--- src/rtl/c8ie_pkg.sv ---
// ----------------------------------------------------------------------------
// c8ie_pkg
// Shared types and constants for the instruction execute unit.
// ----------------------------------------------------------------------------
package c8ie_pkg;

  localparam int unsigned StackDepthDef = 16;
  localparam int unsigned AddrWidthDef  = 12;
  localparam int unsigned OutAddrWidth  = 12;
  localparam logic [11:0] StartAddr     = 12'h200;

  localparam logic [15:0] InsCls = 16'h00E0;
  localparam logic [15:0] InsRet = 16'h00EE;
  localparam logic [3:0]  RegFlag = 4'hF;
  localparam logic [3:0]  RegZero = 4'h0;

  typedef enum logic [3:0] {
    OP_SYS     = 4'h0,
    OP_JP      = 4'h1,
    OP_CALL    = 4'h2,
    OP_SE_IMM  = 4'h3,
    OP_SNE_IMM = 4'h4,
    OP_SE_REG  = 4'h5,
    OP_LD_IMM  = 4'h6,
    OP_ADD_IMM = 4'h7,
    OP_ALU     = 4'h8,
    OP_SNE_REG = 4'h9,
    OP_LD_I    = 4'hA,
    OP_JP_V0   = 4'hB,
    OP_RND     = 4'hC,
    OP_DRW     = 4'hD,
    OP_SKP     = 4'hE,
    OP_MISC    = 4'hF
  } op_e;

  typedef enum logic [3:0] {
    ALU_MOV  = 4'h0,
    ALU_OR   = 4'h1,
    ALU_AND  = 4'h2,
    ALU_XOR  = 4'h3,
    ALU_ADD  = 4'h4,
    ALU_SUB  = 4'h5,
    ALU_SHR  = 4'h6,
    ALU_SUBN = 4'h7,
    ALU_SHL  = 4'hE
  } alu_e;

  typedef enum logic [1:0] {
    FAULT_NONE      = 2'd0,
    FAULT_UNKNOWN   = 2'd1,
    FAULT_OVERFLOW  = 2'd2,
    FAULT_UNDERFLOW = 2'd3
  } fault_e;

endpackage

--- src/rtl/chip8_instruction_execute.sv ---
// ----------------------------------------------------------------------------
// chip8_instruction_execute
// Executes one fetched instruction word per input word and reports next PC,
// I, the register write, VF, clear screen and a fault code.
//
//   channel  direction  handshake              payload
//   in       input      in_valid_i/in_ready_o  instruction_i, random_byte_i
//   out      output     out_valid_o/out_ready_i next_pc_o .. fault_o
//   cfg      input      cfg_we_i               cfg_wdata_i (start address)
//
// one word per cycle sustained while the output is taken; the result is valid once executed
// (register and stack memory read at the accepting edge, then execute into the output register)
// reset: PC = 0x200, I and V registers zero, stack empty; the start address
// register never sets PC, and reset restores it to 0x200
// a full output register stalls execute, and execute stalls input
// ----------------------------------------------------------------------------
module chip8_instruction_execute #(
  parameter int unsigned STACK_DEPTH = c8ie_pkg::StackDepthDef,
  parameter int unsigned ADDR_WIDTH  = c8ie_pkg::AddrWidthDef
) (
  input  logic        clk_i,
  input  logic        rst_ni,
  input  logic        cfg_we_i,
  input  logic [11:0] cfg_wdata_i,
  input  logic        in_valid_i,
  output logic        in_ready_o,
  input  logic [15:0] instruction_i,
  input  logic [7:0]  random_byte_i,
  output logic        out_valid_o,
  input  logic        out_ready_i,
  output logic [11:0] next_pc_o,
  output logic [11:0] index_value_o,
  output logic        reg_written_o,
  output logic [3:0]  reg_number_o,
  output logic [7:0]  reg_value_o,
  output logic [7:0]  flag_value_o,
  output logic        clear_display_o,
  output c8ie_pkg::fault_e fault_o
);
  import c8ie_pkg::*;

  localparam int unsigned LvlW = $clog2(STACK_DEPTH + 1);
  localparam int unsigned SpW  = $clog2(STACK_DEPTH);
  localparam int unsigned AW   = ADDR_WIDTH;

  // start address register
  logic [11:0] start_q;
  always_ff @(posedge clk_i or negedge rst_ni) begin
    if (!rst_ni) begin
      start_q <= StartAddr;
    end else if (cfg_we_i) begin
      start_q <= cfg_wdata_i;
    end
  end

  // control
  logic s1_valid_q, out_valid_q, s1_go, accept;
  assign s1_go      = s1_valid_q && (!out_valid_q || out_ready_i);
  assign in_ready_o = !s1_valid_q || s1_go;
  assign accept     = in_valid_i && in_ready_o;

  // architectural flip-flop state
  logic [AW-1:0]   pc_q, pc_d, idx_q, idx_d;
  logic [LvlW-1:0] lvl_q, lvl_d;
  logic [7:0]      vf_q, vf_d;
  logic [15:0]     vvalid_q;

  // execute stage word
  logic [15:0]    ins_q;
  logic [7:0]     rnd_q;
  logic [3:0]     rb_addr_q;
  logic [SpW-1:0] sp_raddr_q;

  // write ports and forwarding captures
  logic           v_we;
  logic [3:0]     v_waddr;
  logic [7:0]     v_wdata;
  logic           s_we;
  logic [SpW-1:0] s_waddr;
  logic [AW-1:0]  s_wdata;
  logic           fv_valid_q, fs_valid_q;
  logic [3:0]     fv_addr_q;
  logic [7:0]     fv_data_q;
  logic [SpW-1:0] fs_addr_q;
  logic [AW-1:0]  fs_data_q;

  // read addresses issued at accept
  logic [3:0]      ra_addr, rb_addr;
  logic [LvlW-1:0] lvl_next, lvl_m1;
  logic [SpW-1:0]  sp_raddr;
  assign ra_addr  = instruction_i[11:8];
  assign rb_addr  = (op_e'(instruction_i[15:12]) == OP_JP_V0) ? RegZero : instruction_i[7:4];
  assign lvl_next = s1_go ? lvl_d : lvl_q;
  assign lvl_m1   = lvl_next - LvlW'(1);
  assign sp_raddr = lvl_m1[SpW-1:0];

  logic [7:0]    ram_a, ram_b;
  logic [AW-1:0] ram_s;

  c8ie_ram #(.Width(8), .Depth(16)) u_vram_a (
    .clk_i, .we_i(v_we), .waddr_i(v_waddr), .wdata_i(v_wdata),
    .re_i(accept), .raddr_i(ra_addr), .rdata_o(ram_a)
  );

  c8ie_ram #(.Width(8), .Depth(16)) u_vram_b (
    .clk_i, .we_i(v_we), .waddr_i(v_waddr), .wdata_i(v_wdata),
    .re_i(accept), .raddr_i(rb_addr), .rdata_o(ram_b)
  );

  c8ie_ram #(.Width(AW), .Depth(STACK_DEPTH)) u_stack (
    .clk_i, .we_i(s1_go && s_we), .waddr_i(s_waddr), .wdata_i(s_wdata),
    .re_i(accept), .raddr_i(sp_raddr), .rdata_o(ram_s)
  );

  // operand selection: VF from its flip-flop, same-cycle writes forwarded
  logic [3:0]    x;
  logic [7:0]    nn, vx, vb;
  logic [AW-1:0] ret_addr;
  assign x  = ins_q[11:8];
  assign nn = ins_q[7:0];

  always_comb begin
    if (x == RegFlag) begin
      vx = vf_q;
    end else if (fv_valid_q && fv_addr_q == x) begin
      vx = fv_data_q;
    end else begin
      vx = vvalid_q[x] ? ram_a : 8'h00;
    end
    if (rb_addr_q == RegFlag) begin
      vb = vf_q;
    end else if (fv_valid_q && fv_addr_q == rb_addr_q) begin
      vb = fv_data_q;
    end else begin
      vb = vvalid_q[rb_addr_q] ? ram_b : 8'h00;
    end
    ret_addr = (fs_valid_q && fs_addr_q == sp_raddr_q) ? fs_data_q : ram_s;
  end

  // execute
  logic [AW-1:0] pc2, pc4, nnn;
  logic          wr, wflag, clr;
  logic [7:0]    res, flag, res_fin;
  logic [8:0]    sum;
  fault_e        fault;
  assign pc2 = pc_q + AW'(2);
  assign pc4 = pc_q + AW'(4);
  assign nnn = AW'(ins_q[11:0]);
  assign sum = {1'b0, vx} + {1'b0, vb};

  always_comb begin
    pc_d  = pc_q;
    idx_d = idx_q;
    lvl_d = lvl_q;
    wr    = 1'b0;
    wflag = 1'b0;
    clr   = 1'b0;
    res   = 8'h00;
    flag  = 8'h00;
    fault = FAULT_NONE;
    s_we  = 1'b0;
    case (op_e'(ins_q[15:12]))
      OP_SYS: begin
        if (ins_q == InsCls) begin
          clr  = 1'b1;
          pc_d = pc2;
        end else if (ins_q == InsRet) begin
          if (lvl_q == '0) begin
            fault = FAULT_UNDERFLOW;
          end else begin
            lvl_d = lvl_q - LvlW'(1);
            pc_d  = ret_addr + AW'(2);
          end
        end else begin
          fault = FAULT_UNKNOWN;
        end
      end
      OP_JP:      pc_d = nnn;
      OP_CALL: begin
        if (lvl_q >= LvlW'(STACK_DEPTH)) begin
          fault = FAULT_OVERFLOW;
        end else begin
          s_we  = 1'b1;
          lvl_d = lvl_q + LvlW'(1);
          pc_d  = nnn;
        end
      end
      OP_SE_IMM:  pc_d = (vx == nn) ? pc4 : pc2;
      OP_SNE_IMM: pc_d = (vx != nn) ? pc4 : pc2;
      OP_SE_REG:  pc_d = (vx == vb) ? pc4 : pc2;
      OP_LD_IMM: begin
        wr   = 1'b1;
        res  = nn;
        pc_d = pc2;
      end
      OP_ADD_IMM: begin
        wr   = 1'b1;
        res  = vx + nn;
        pc_d = pc2;
      end
      OP_ALU: begin
        pc_d = pc2;
        wr   = 1'b1;
        case (alu_e'(ins_q[3:0]))
          ALU_MOV: res = vb;
          ALU_OR:  res = vx | vb;
          ALU_AND: res = vx & vb;
          ALU_XOR: res = vx ^ vb;
          ALU_ADD: begin
            res   = sum[7:0];
            flag  = {7'd0, sum[8]};
            wflag = 1'b1;
          end
          ALU_SUB: begin
            res   = vx - vb;
            flag  = {7'd0, vb <= vx};
            wflag = 1'b1;
          end
          ALU_SHR: begin
            res   = {1'b0, vx[7:1]};
            flag  = {7'd0, vx[0]};
            wflag = 1'b1;
          end
          ALU_SUBN: begin
            res   = vb - vx;
            flag  = {7'd0, vx <= vb};
            wflag = 1'b1;
          end
          ALU_SHL: begin
            res   = {vx[6:0], 1'b0};
            flag  = {7'd0, vx[7]};
            wflag = 1'b1;
          end
          default: begin
            wr    = 1'b0;
            fault = FAULT_UNKNOWN;
            pc_d  = pc_q;
          end
        endcase
      end
      OP_SNE_REG: pc_d = (vx != vb) ? pc4 : pc2;
      OP_LD_I: begin
        idx_d = nnn;
        pc_d  = pc2;
      end
      OP_JP_V0:   pc_d = nnn + AW'(vb);
      OP_RND: begin
        wr   = 1'b1;
        res  = rnd_q & nn;
        pc_d = pc2;
      end
      default:    fault = FAULT_UNKNOWN;
    endcase
  end

  assign res_fin = (wflag && x == RegFlag) ? flag : res;
  assign vf_d    = wflag ? flag : ((wr && x == RegFlag) ? res : vf_q);
  assign v_we    = s1_go && wr && (x != RegFlag);
  assign v_waddr = x;
  assign v_wdata = res;
  assign s_waddr = lvl_q[SpW-1:0];
  assign s_wdata = pc_q;

  // sequential
  always_ff @(posedge clk_i or negedge rst_ni) begin
    if (!rst_ni) begin
      s1_valid_q  <= 1'b0;
      out_valid_q <= 1'b0;
      pc_q        <= AW'(StartAddr);
      idx_q       <= '0;
      lvl_q       <= '0;
      vf_q        <= 8'h00;
      vvalid_q    <= '0;
      fv_valid_q  <= 1'b0;
      fs_valid_q  <= 1'b0;
    end else begin
      if (accept) begin
        s1_valid_q <= 1'b1;
      end else if (s1_go) begin
        s1_valid_q <= 1'b0;
      end
      if (s1_go) begin
        out_valid_q <= 1'b1;
      end else if (out_ready_i) begin
        out_valid_q <= 1'b0;
      end
      if (s1_go) begin
        pc_q  <= pc_d;
        idx_q <= idx_d;
        lvl_q <= lvl_d;
        vf_q  <= vf_d;
      end
      if (v_we) begin
        vvalid_q[v_waddr] <= 1'b1;
      end
      if (accept) begin
        fv_valid_q <= v_we;
        fs_valid_q <= s1_go && s_we;
      end
    end
  end

  logic [11:0] pc_out_q, idx_out_q;
  logic        wr_out_q, clr_out_q;
  logic [3:0]  num_out_q;
  logic [7:0]  val_out_q, vf_out_q;
  fault_e      fault_out_q;

  always_ff @(posedge clk_i) begin
    if (accept) begin
      ins_q      <= instruction_i;
      rnd_q      <= random_byte_i;
      rb_addr_q  <= rb_addr;
      sp_raddr_q <= sp_raddr;
      fv_addr_q  <= v_waddr;
      fv_data_q  <= v_wdata;
      fs_addr_q  <= s_waddr;
      fs_data_q  <= s_wdata;
    end
    if (s1_go) begin
      pc_out_q    <= pc_d[OutAddrWidth-1:0];
      idx_out_q   <= idx_d[OutAddrWidth-1:0];
      wr_out_q    <= wr;
      num_out_q   <= wr ? x : 4'd0;
      val_out_q   <= wr ? res_fin : 8'h00;
      vf_out_q    <= vf_d;
      clr_out_q   <= clr;
      fault_out_q <= fault;
    end
  end

  assign out_valid_o     = out_valid_q;
  assign next_pc_o       = pc_out_q;
  assign index_value_o   = idx_out_q;
  assign reg_written_o   = wr_out_q;
  assign reg_number_o    = num_out_q;
  assign reg_value_o     = val_out_q;
  assign flag_value_o    = vf_out_q;
  assign clear_display_o = clr_out_q;
  assign fault_o         = fault_out_q;

  // start address register is not used; reset reloads it
  logic unused_start;
  assign unused_start = ^start_q;

  a_lvl_bound: assert property (@(posedge clk_i) disable iff (!rst_ni)
    lvl_q <= LvlW'(STACK_DEPTH))
    else $error("stack level beyond depth");

  a_fault_pc_hold: assert property (@(posedge clk_i) disable iff (!rst_ni)
    (s1_go && fault != FAULT_NONE) |=> (pc_q == $past(pc_q) && lvl_q == $past(lvl_q)))
    else $error("faulting word changed state");

  a_no_vf_ram: assert property (@(posedge clk_i) disable iff (!rst_ni)
    v_we |-> (v_waddr != RegFlag))
    else $error("VF written to register memory");

  a_stall_blocks_in: assert property (@(posedge clk_i) disable iff (!rst_ni)
    (s1_valid_q && !s1_go) |-> !in_ready_o)
    else $error("input taken while execute stalled");

  a_out_follows_exec: assert property (@(posedge clk_i) disable iff (!rst_ni)
    s1_go |=> out_valid_o)
    else $error("executed word lost");

endmodule

--- src/rtl/c8ie_ram.sv ---
// ----------------------------------------------------------------------------
// c8ie_ram
// Generic RAM, one write port and one read port, registered read data.
// A read and a write of the same entry in one cycle return the old data.
// ----------------------------------------------------------------------------
module c8ie_ram #(
  parameter int unsigned Width = 8,
  parameter int unsigned Depth = 16,
  localparam int unsigned AW   = (Depth > 1) ? $clog2(Depth) : 1
) (
  input  logic             clk_i,
  input  logic             we_i,
  input  logic [AW-1:0]    waddr_i,
  input  logic [Width-1:0] wdata_i,
  input  logic             re_i,
  input  logic [AW-1:0]    raddr_i,
  output logic [Width-1:0] rdata_o
);

  logic [Width-1:0] mem [Depth];
  logic [Width-1:0] rdata_q;

  always_ff @(posedge clk_i) begin
    if (we_i) begin
      mem[waddr_i] <= wdata_i;
    end
    if (re_i) begin
      rdata_q <= mem[raddr_i];
    end
  end

  assign rdata_o = rdata_q;

endmodule
--- config.mk ---
export PLATFORM = sky130hd
export DESIGN_NAME = chip8_instruction_execute
export DESIGN_NICKNAME = d
export VERILOG_FILES = /design/src/rtl/c8ie_pkg.sv /design/src/rtl/chip8_instruction_execute.sv /design/src/rtl/c8ie_ram.sv
export SDC_FILE = /design/constraint.sdc
export NUM_CORES = 1
export LEC_CHECK = 0
export ABC_CLOCK_PERIOD_IN_PS = 5500
export BUFFER_PORTS_ARGS = -buffer_cell sky130_fd_sc_hd__buf_2
export CAP_MARGIN = 20
export CORE_UTILIZATION = 57
export DETAILED_ROUTE_END_ITERATION = 12
export MAX_ROUTING_LAYER = met4
export PLACE_DENSITY = 0.87
export SYNTH_ARGS = -nofsm -noshare
export SYNTH_HDL_FRONTEND = slang
export SYNTH_SLANG_ARGS = --single-unit
--- constraint.sdc ---
create_clock -name clk_i -period 5.5 [get_ports clk_i]
set_clock_uncertainty 0.2 [all_clocks]
set_input_delay 1.1 -clock clk_i [delete_from_list [all_inputs] [get_ports clk_i]]
set_output_delay 1.1 -clock clk_i [all_outputs]
set_load 0.02 [all_outputs]
==> results.cfg, run 1 <==
[clocking]
path_clk_slew_ns = 0.07
cts_tree = yes
ctsHoldBuffers = 0
clockBufferDepth = 3
cts-root-buf = clkbuf_16
clock-sinks = 513
numCtsBuffers = 51
clock_latency_ns = 0.62
htree_levels = 2

[logic_synthesis]
synth-warning-count = 0
synth_area_leaders = edfxtp_1 52%, mux4_2 9.3%, dfrtp_1 5.3%
ys_seq_area_frac = 0.575
synth_top_area_frac = 0.521
yosys.area.top_type = edfxtp_1
ys_types = 97
syn_inst = 2020
synth_seq_cells = 513
syn_area_um2 = 26300
synth-edff-count = 456
avgSynthCellArea_um2 = 13.0
async_reset_ff_frac = 0.111
ys.flop_type = edfxtp_1

[placement]
port-buffer-count = 77
dp.cells = 2729
gp_congestion = 1.01
place_hpwl_um = 53000
place_area_um2 = 28100

[routing]
vias = 19715
drt_iter0_markers = 3078
drc = 0
routedWlPerCell_um = 28.9
ant_nets = 0
dr.pass1.iters = 6
viasPerCell = 6.94
drt_wl_total_um = 82100

[grt]
grt_pass1_vias = 19238
grt_usage = 0.357
grt_overflow_total = 0
grt_pass1_wl_um = 121000
grt_max_degree = 89
antenna_found_initial = 2

[pwr]
power.density_nw_per_um2 = 396
power_switching_mw = 3.73
total_power_mw = 11.9
clkPwrFrac = 0.306
swShare = 0.313
leakagePower_nw = 10.9
comb_power_share = 0.268
sequentialPowerShare = 0.426
intPower_mw = 8.17
peakVddDrop_v = 0.000298

[critical_path]
startpoint_type = flop
worst_ep_arrival_time_ns = 5.54
crit_type = reg -> reg
crit_path_end_kind = flop
cpMaxStageDelayCell = edfxtp_1
critPathBufInv = 4
ff2ff_setup_slack_ns = 0.12
required_ns = 5.66
path_cells = mux4_2, nand3b_1, and3_2, or3b_2, a31oi_1, buf_4, ha_1, inv_1, fa_1, nor2b_1, o21ai_0, a21boi_0, o21ai_0, mux2i_1, a2111o_1, o21ai_2, buf_4, nand2_1, buf_12
cp_max_fo = 17
path_delay_family = compound AO/OA/AOI/OAI gates
cpPeakStageDelay_ns = 0.52

[layout]
fin_cells = 2841
area_delta_synth_final_pct = 14.1
final_cell_mix = 456 x edfxtp_1, 158 x nand2_1, 150 x a21oi_1
postLayoutCellArea_um2 = 30000
nFillCells = 3096
utilization = 0.660
num-nets-final = 2296
drive_gt1_frac = 0.231
final_common_cell = edfxtp_1

[floorplanning]
die_area_um2 = 47000
initial_core_util = 0.578
core.rowCount = 78
ios = 91
core_um2 = 45500
die_width_um = 217
dieHeight_um = 217

[sta]
setup_viol_count_final = 0
whs_ns = 0.232
tightestPinTransition_ns = 1.16
drv_slew = 0
fmax_ghz = 0.186
fin_crit_ns = 5.38
hold_viol = 0
slew_headroom = 0.227
finalCritPeriodShare = 0.977

[run_status]
status = complete, no violations

[hold_path]
hp-class = reg -> reg

[flow_run]
maxCapViolations = 0
cell usage after synthesis, types with 6 or more instances:
master / n
clkbuf_1: 87
edfxtp_1: 456
a221oi_1: 11
and3_1: 11
buf_6: 6
o211ai_1: 18
buf_1: 16
nor2b_1: 20
xnor2_1: 34
o31ai_1: 12
mux4_2: 109
nand2_1: 158
a211oi_1: 15
ha_1: 55
a21oi_1: 150
a221o_1: 6
mux2_2: 38
nand2b_1: 18
nor4b_1: 6
a22o_1: 11
or2_2: 21
mux2i_1: 50
o21ai_0: 113
o21ai_1: 6
nor3_1: 39
a31oi_1: 17
o221ai_1: 11
a21o_1: 12
and2_1: 11
a2bb2oi_1: 6
nor2_1: 117
xor2_1: 12
dfrtp_1: 56
a22oi_1: 9
inv_1: 73
nand4_1: 11
a21boi_0: 8
nor4_1: 14
buf_2: 10
or3_1: 8
nand3_1: 39
o22ai_1: 12
o21a_1: 6
per-layer routing:
layer,global-route usage,part of all wire
met1,0.442,0.36
met2,0.565,0.48
met3,0.0823,0.11
met4,0.156,0.050
met5,-,0
state kept, by name, summed over array words and instances, names as in the netlist, 12 cells and up:
name,cells
pc_q,12
fs_data_q,12
ins_q,16
u_stack.mem,192
vvalid_q,16
next_pc_o,12
u_vram_b.mem,64
idx_q,12
u_vram_a.mem,64
index_value_o,12
u_stack.rdata_o,12
power by group through the flow:
stage	sequential, mW	clock [mW]	combinational, mW
final	5.06	3.64	3.19
after CTS	5.05	3.64	3.11
after detailed placement	5.12	0	3.04
after floorplan	5.07	0	2.02
after global routing	5.08	3.80	3.38
after global placement	5.08	0	2.95
logic make-up after synthesis:
family / after synthesis / share of synthesized area
muxes: 197 / 0.129
adders and majority gates: 60 / 0.0300
other: 1 / 0.000143
DFF: 513 / 0.575
AOI/OAI and AO/OA: 491 / 0.121
buffers and inverters: 194 / 0.0299
xor gates and xnor gates: 49 / 0.0172
and+or+nand+nor: 515 / 0.0988
worst paths after layout:
kind	from	end	cells after the start
worst max-delay path	ins_q[8]	u_vram_a.mem[8][6]	19
worst min-delay path	vvalid_q[15]	vvalid_q[15]	0
worst max register to register	ins_q[8]	u_vram_a.mem[8][6]	19
worst min register to register	vvalid_q[15]	vvalid_q[15]	0
max in group asynchronous	rst_ni	vf_q[4]	2
min in group asynchronous	rst_ni	pc_q[1]	2
through the flow:
| step | setup slack, ns | setup TNS [ns] |
|---|---|---|
| after floorplan | 0.361 | 0 |
| after global placement | 0.210 | 0 |
| after detailed placement | 0.0977 | 0 |
| after CTS | 0.00443 | 0 |
| after global routing | -0.0435 | -0.599 |
| final | 0.125 | 0 |
timing repair:
item,in CTS,in global routing
gates resized for setup,0,9
buffers inserted,0,6
endpoints found under the setup margin,0,49
area by class of cell:
cell class                 count  area [µm²]  area share
sequential                   513       15100       0.504
multi-input combinational   1320       10500       0.348
timing repair buffer         234        1650      0.0549
clock buffer                  63        1320      0.0440
tap                          600         751      0.0250
clock inverter                33         420      0.0140
inverter                      75         287     0.00955
antenna                        3        7.51    0.000250
(Power assumes the default switching activity.)
==> run 2: changes to the inputs <==
--- a/config.mk
+++ b/config.mk
@@ -5,13 +5,13 @@
 export SDC_FILE = /design/constraint.sdc
 export NUM_CORES = 1
 export LEC_CHECK = 0
-export ABC_CLOCK_PERIOD_IN_PS = 5500
 export BUFFER_PORTS_ARGS = -buffer_cell sky130_fd_sc_hd__buf_2
 export CAP_MARGIN = 20
 export CORE_UTILIZATION = 57
 export DETAILED_ROUTE_END_ITERATION = 12
 export MAX_ROUTING_LAYER = met4
 export PLACE_DENSITY = 0.87
+export RECOVER_POWER = 100
 export SYNTH_ARGS = -nofsm -noshare
 export SYNTH_HDL_FRONTEND = slang
 export SYNTH_SLANG_ARGS = --single-unit
==> results.cfg, run 2 (same netlist as run 1, synthesis figures left out) <==
[placement]
post-place-ws_ns = 0.0977
place_hpwl_um = 53000
place_area_um2 = 28100
gp_congestion = 1.01
port-buffer-count = 77

[clocking]
path_clk_slew_ns = 0.07
cts-root-buf = clkbuf_16
clock_latency_ns = 0.62
cts_tree = yes
numCtsBuffers = 51
htree_levels = 2
clock-sinks = 513
clockBufferDepth = 3
ctsHoldBuffers = 0

[critical_path]
critPathCapture = u_vram_a.mem[8][6]
r2r_end = u_vram_a.mem[8][6]
startpoint = ins_q[8]
worst_ep_arrival_time_ns = 5.55
cp_max_fo = 17
ff2ff_path_depth = 19
crit_type = reg -> reg
required_ns = 5.66
reg2reg_from = ins_q[8]
startpoint_type = flop
ff2ff_setup_slack_ns = 0.11
crit_path_end_kind = flop

[sta]
tightestPinTransition_ns = 1.99
whs_ns = 0.231
slew_headroom = -0.325
finalSetupTns_ns = 0
setup_viol_count_final = 0
finalCritPeriodShare = 0.979
fmax_ghz = 0.186
fin_crit_ns = 5.39
setup_slack_ns = 0.113
hold_viol = 0
drv_slew = 38

[grt]
grt_pass1_wl_um = 121000
grt_usage = 0.357
grt_max_degree = 89
grt_overflow_total = 0
grt_pass1_vias = 19238
antenna_found_initial = 2

[routing]
viasPerCell = 6.94
vias = 19715
dr.pass1.iters = 7
drt_wl_total_um = 82100
drt_iter0_markers = 3081
drc = 0
ant_nets = 0
routedWlPerCell_um = 28.9

[layout]
largest_reg_flops = 192
regMostFlops = u_stack.mem
num-nets-final = 2296
drive_gt1_frac = 0.224
final_cell_mix = 456 x edfxtp_1, 158 x nand2_1, 150 x a21oi_1
final_common_cell = edfxtp_1
largest_registers = u_stack.mem: 192 flops, u_vram_a.mem: 64 flops, u_vram_b.mem: 64 flops
postLayoutCellArea_um2 = 30000
area_delta_synth_final_pct = 14.0
nFillCells = 3101

[pwr]
power.density_nw_per_um2 = 397
total_power_mw = 11.9
peakVddDrop_v = 0.000297
leakagePower_nw = 10.9

[floorplanning]
dieHeight_um = 217
ios = 91
core_um2 = 45500
initial_core_util = 0.578
core.rowCount = 78
die_width_um = 217
die_area_um2 = 47000

[run_status]
status = complete, but fails checks
violations = max-capacitance violations, max-slew violations

[hold_path]
hp-class = reg -> reg

[flow_run]
maxCapViolations = 1
[run 2: changes by cell type in the layout (fill, tap and decap cells not counted)]
cell / change
clkbuf_1: +15
buf_2: -9
buf_4: -6
diode_2: -1
[run 2: worst min path at each step]
stage	start	end	depth (start not counted)
floorplan	ins_q[8]	fv_addr_q[0]	0
global placement	vvalid_q[15]	vvalid_q[15]	0
detailed placement	vvalid_q[15]	vvalid_q[15]	0
CTS	vvalid_q[15]	vvalid_q[15]	0
global route	vvalid_q[15]	vvalid_q[15]	0
finish	vvalid_q[15]	vvalid_q[15]	0
[run 2: what timing repair did]
item,CTS,global route
setup buffers,0,6
setup endpoints to repair,0,49
endpoints found under the hold margin,0,0
resized for setup,0,9
[run 2: routing by layer]
metal | vias to the layer above | GRT usage | share of wire
met5 | - | - | 0
met4 | 0 | 0.156 | 0.049
met3 | 347 | 0.0823 | 0.12
met2 | 1586 | 0.565 | 0.48
met1 | 9580 | 0.442 | 0.36
li1 | 8202 | - | -
[run 2: final cells by class]
type | instances | area, µm² | area share
Sequential cell | 513 | 15100 | 0.504
Multi-Input combinational cell | 1320 | 10500 | 0.349
Timing Repair Buffer | 234 | 1610 | 0.0538
Clock buffer | 63 | 1320 | 0.0441
Tap cell | 600 | 751 | 0.0250
Clock inverter | 33 | 420 | 0.0140
Inverter | 75 | 287 | 0.00956
Antenna cell | 2 | 5.00 | 0.000167
[run 2: worst max-delay path, cell delays in order, from the launching register on]
cell	delay [ns]
edfxtp_1	0.52
mux4_2	0.43
nand3b_1	0.14
and3_2	0.34
or3b_2	0.46
a31oi_1	0.25
buf_4	0.20
ha_1	0.17
inv_1	0.06
fa_1	0.44
nor2b_1	0.13
o21ai_0	0.10
a21boi_0	0.21
o21ai_0	0.19
mux2i_1	0.16
a2111o_1	0.49
o21ai_2	0.21
buf_4	0.15
nand2_1	0.09
buf_12	0.17
[run 2: report_power, final]
part | switching [mW] | internal (mW)
Sequential | 0.326 | 4.74
Clock | 1.55 | 2.10
Combinational | 1.85 | 1.32
Total | 3.73 | 8.16
[run 2: through the flow]
stage               instances   util
floorplan                2027      -
global placement         2725  0.617
detailed placement       2729  0.618
CTS                      2825  0.656
global route             2840  0.659
finish                   2840  0.659
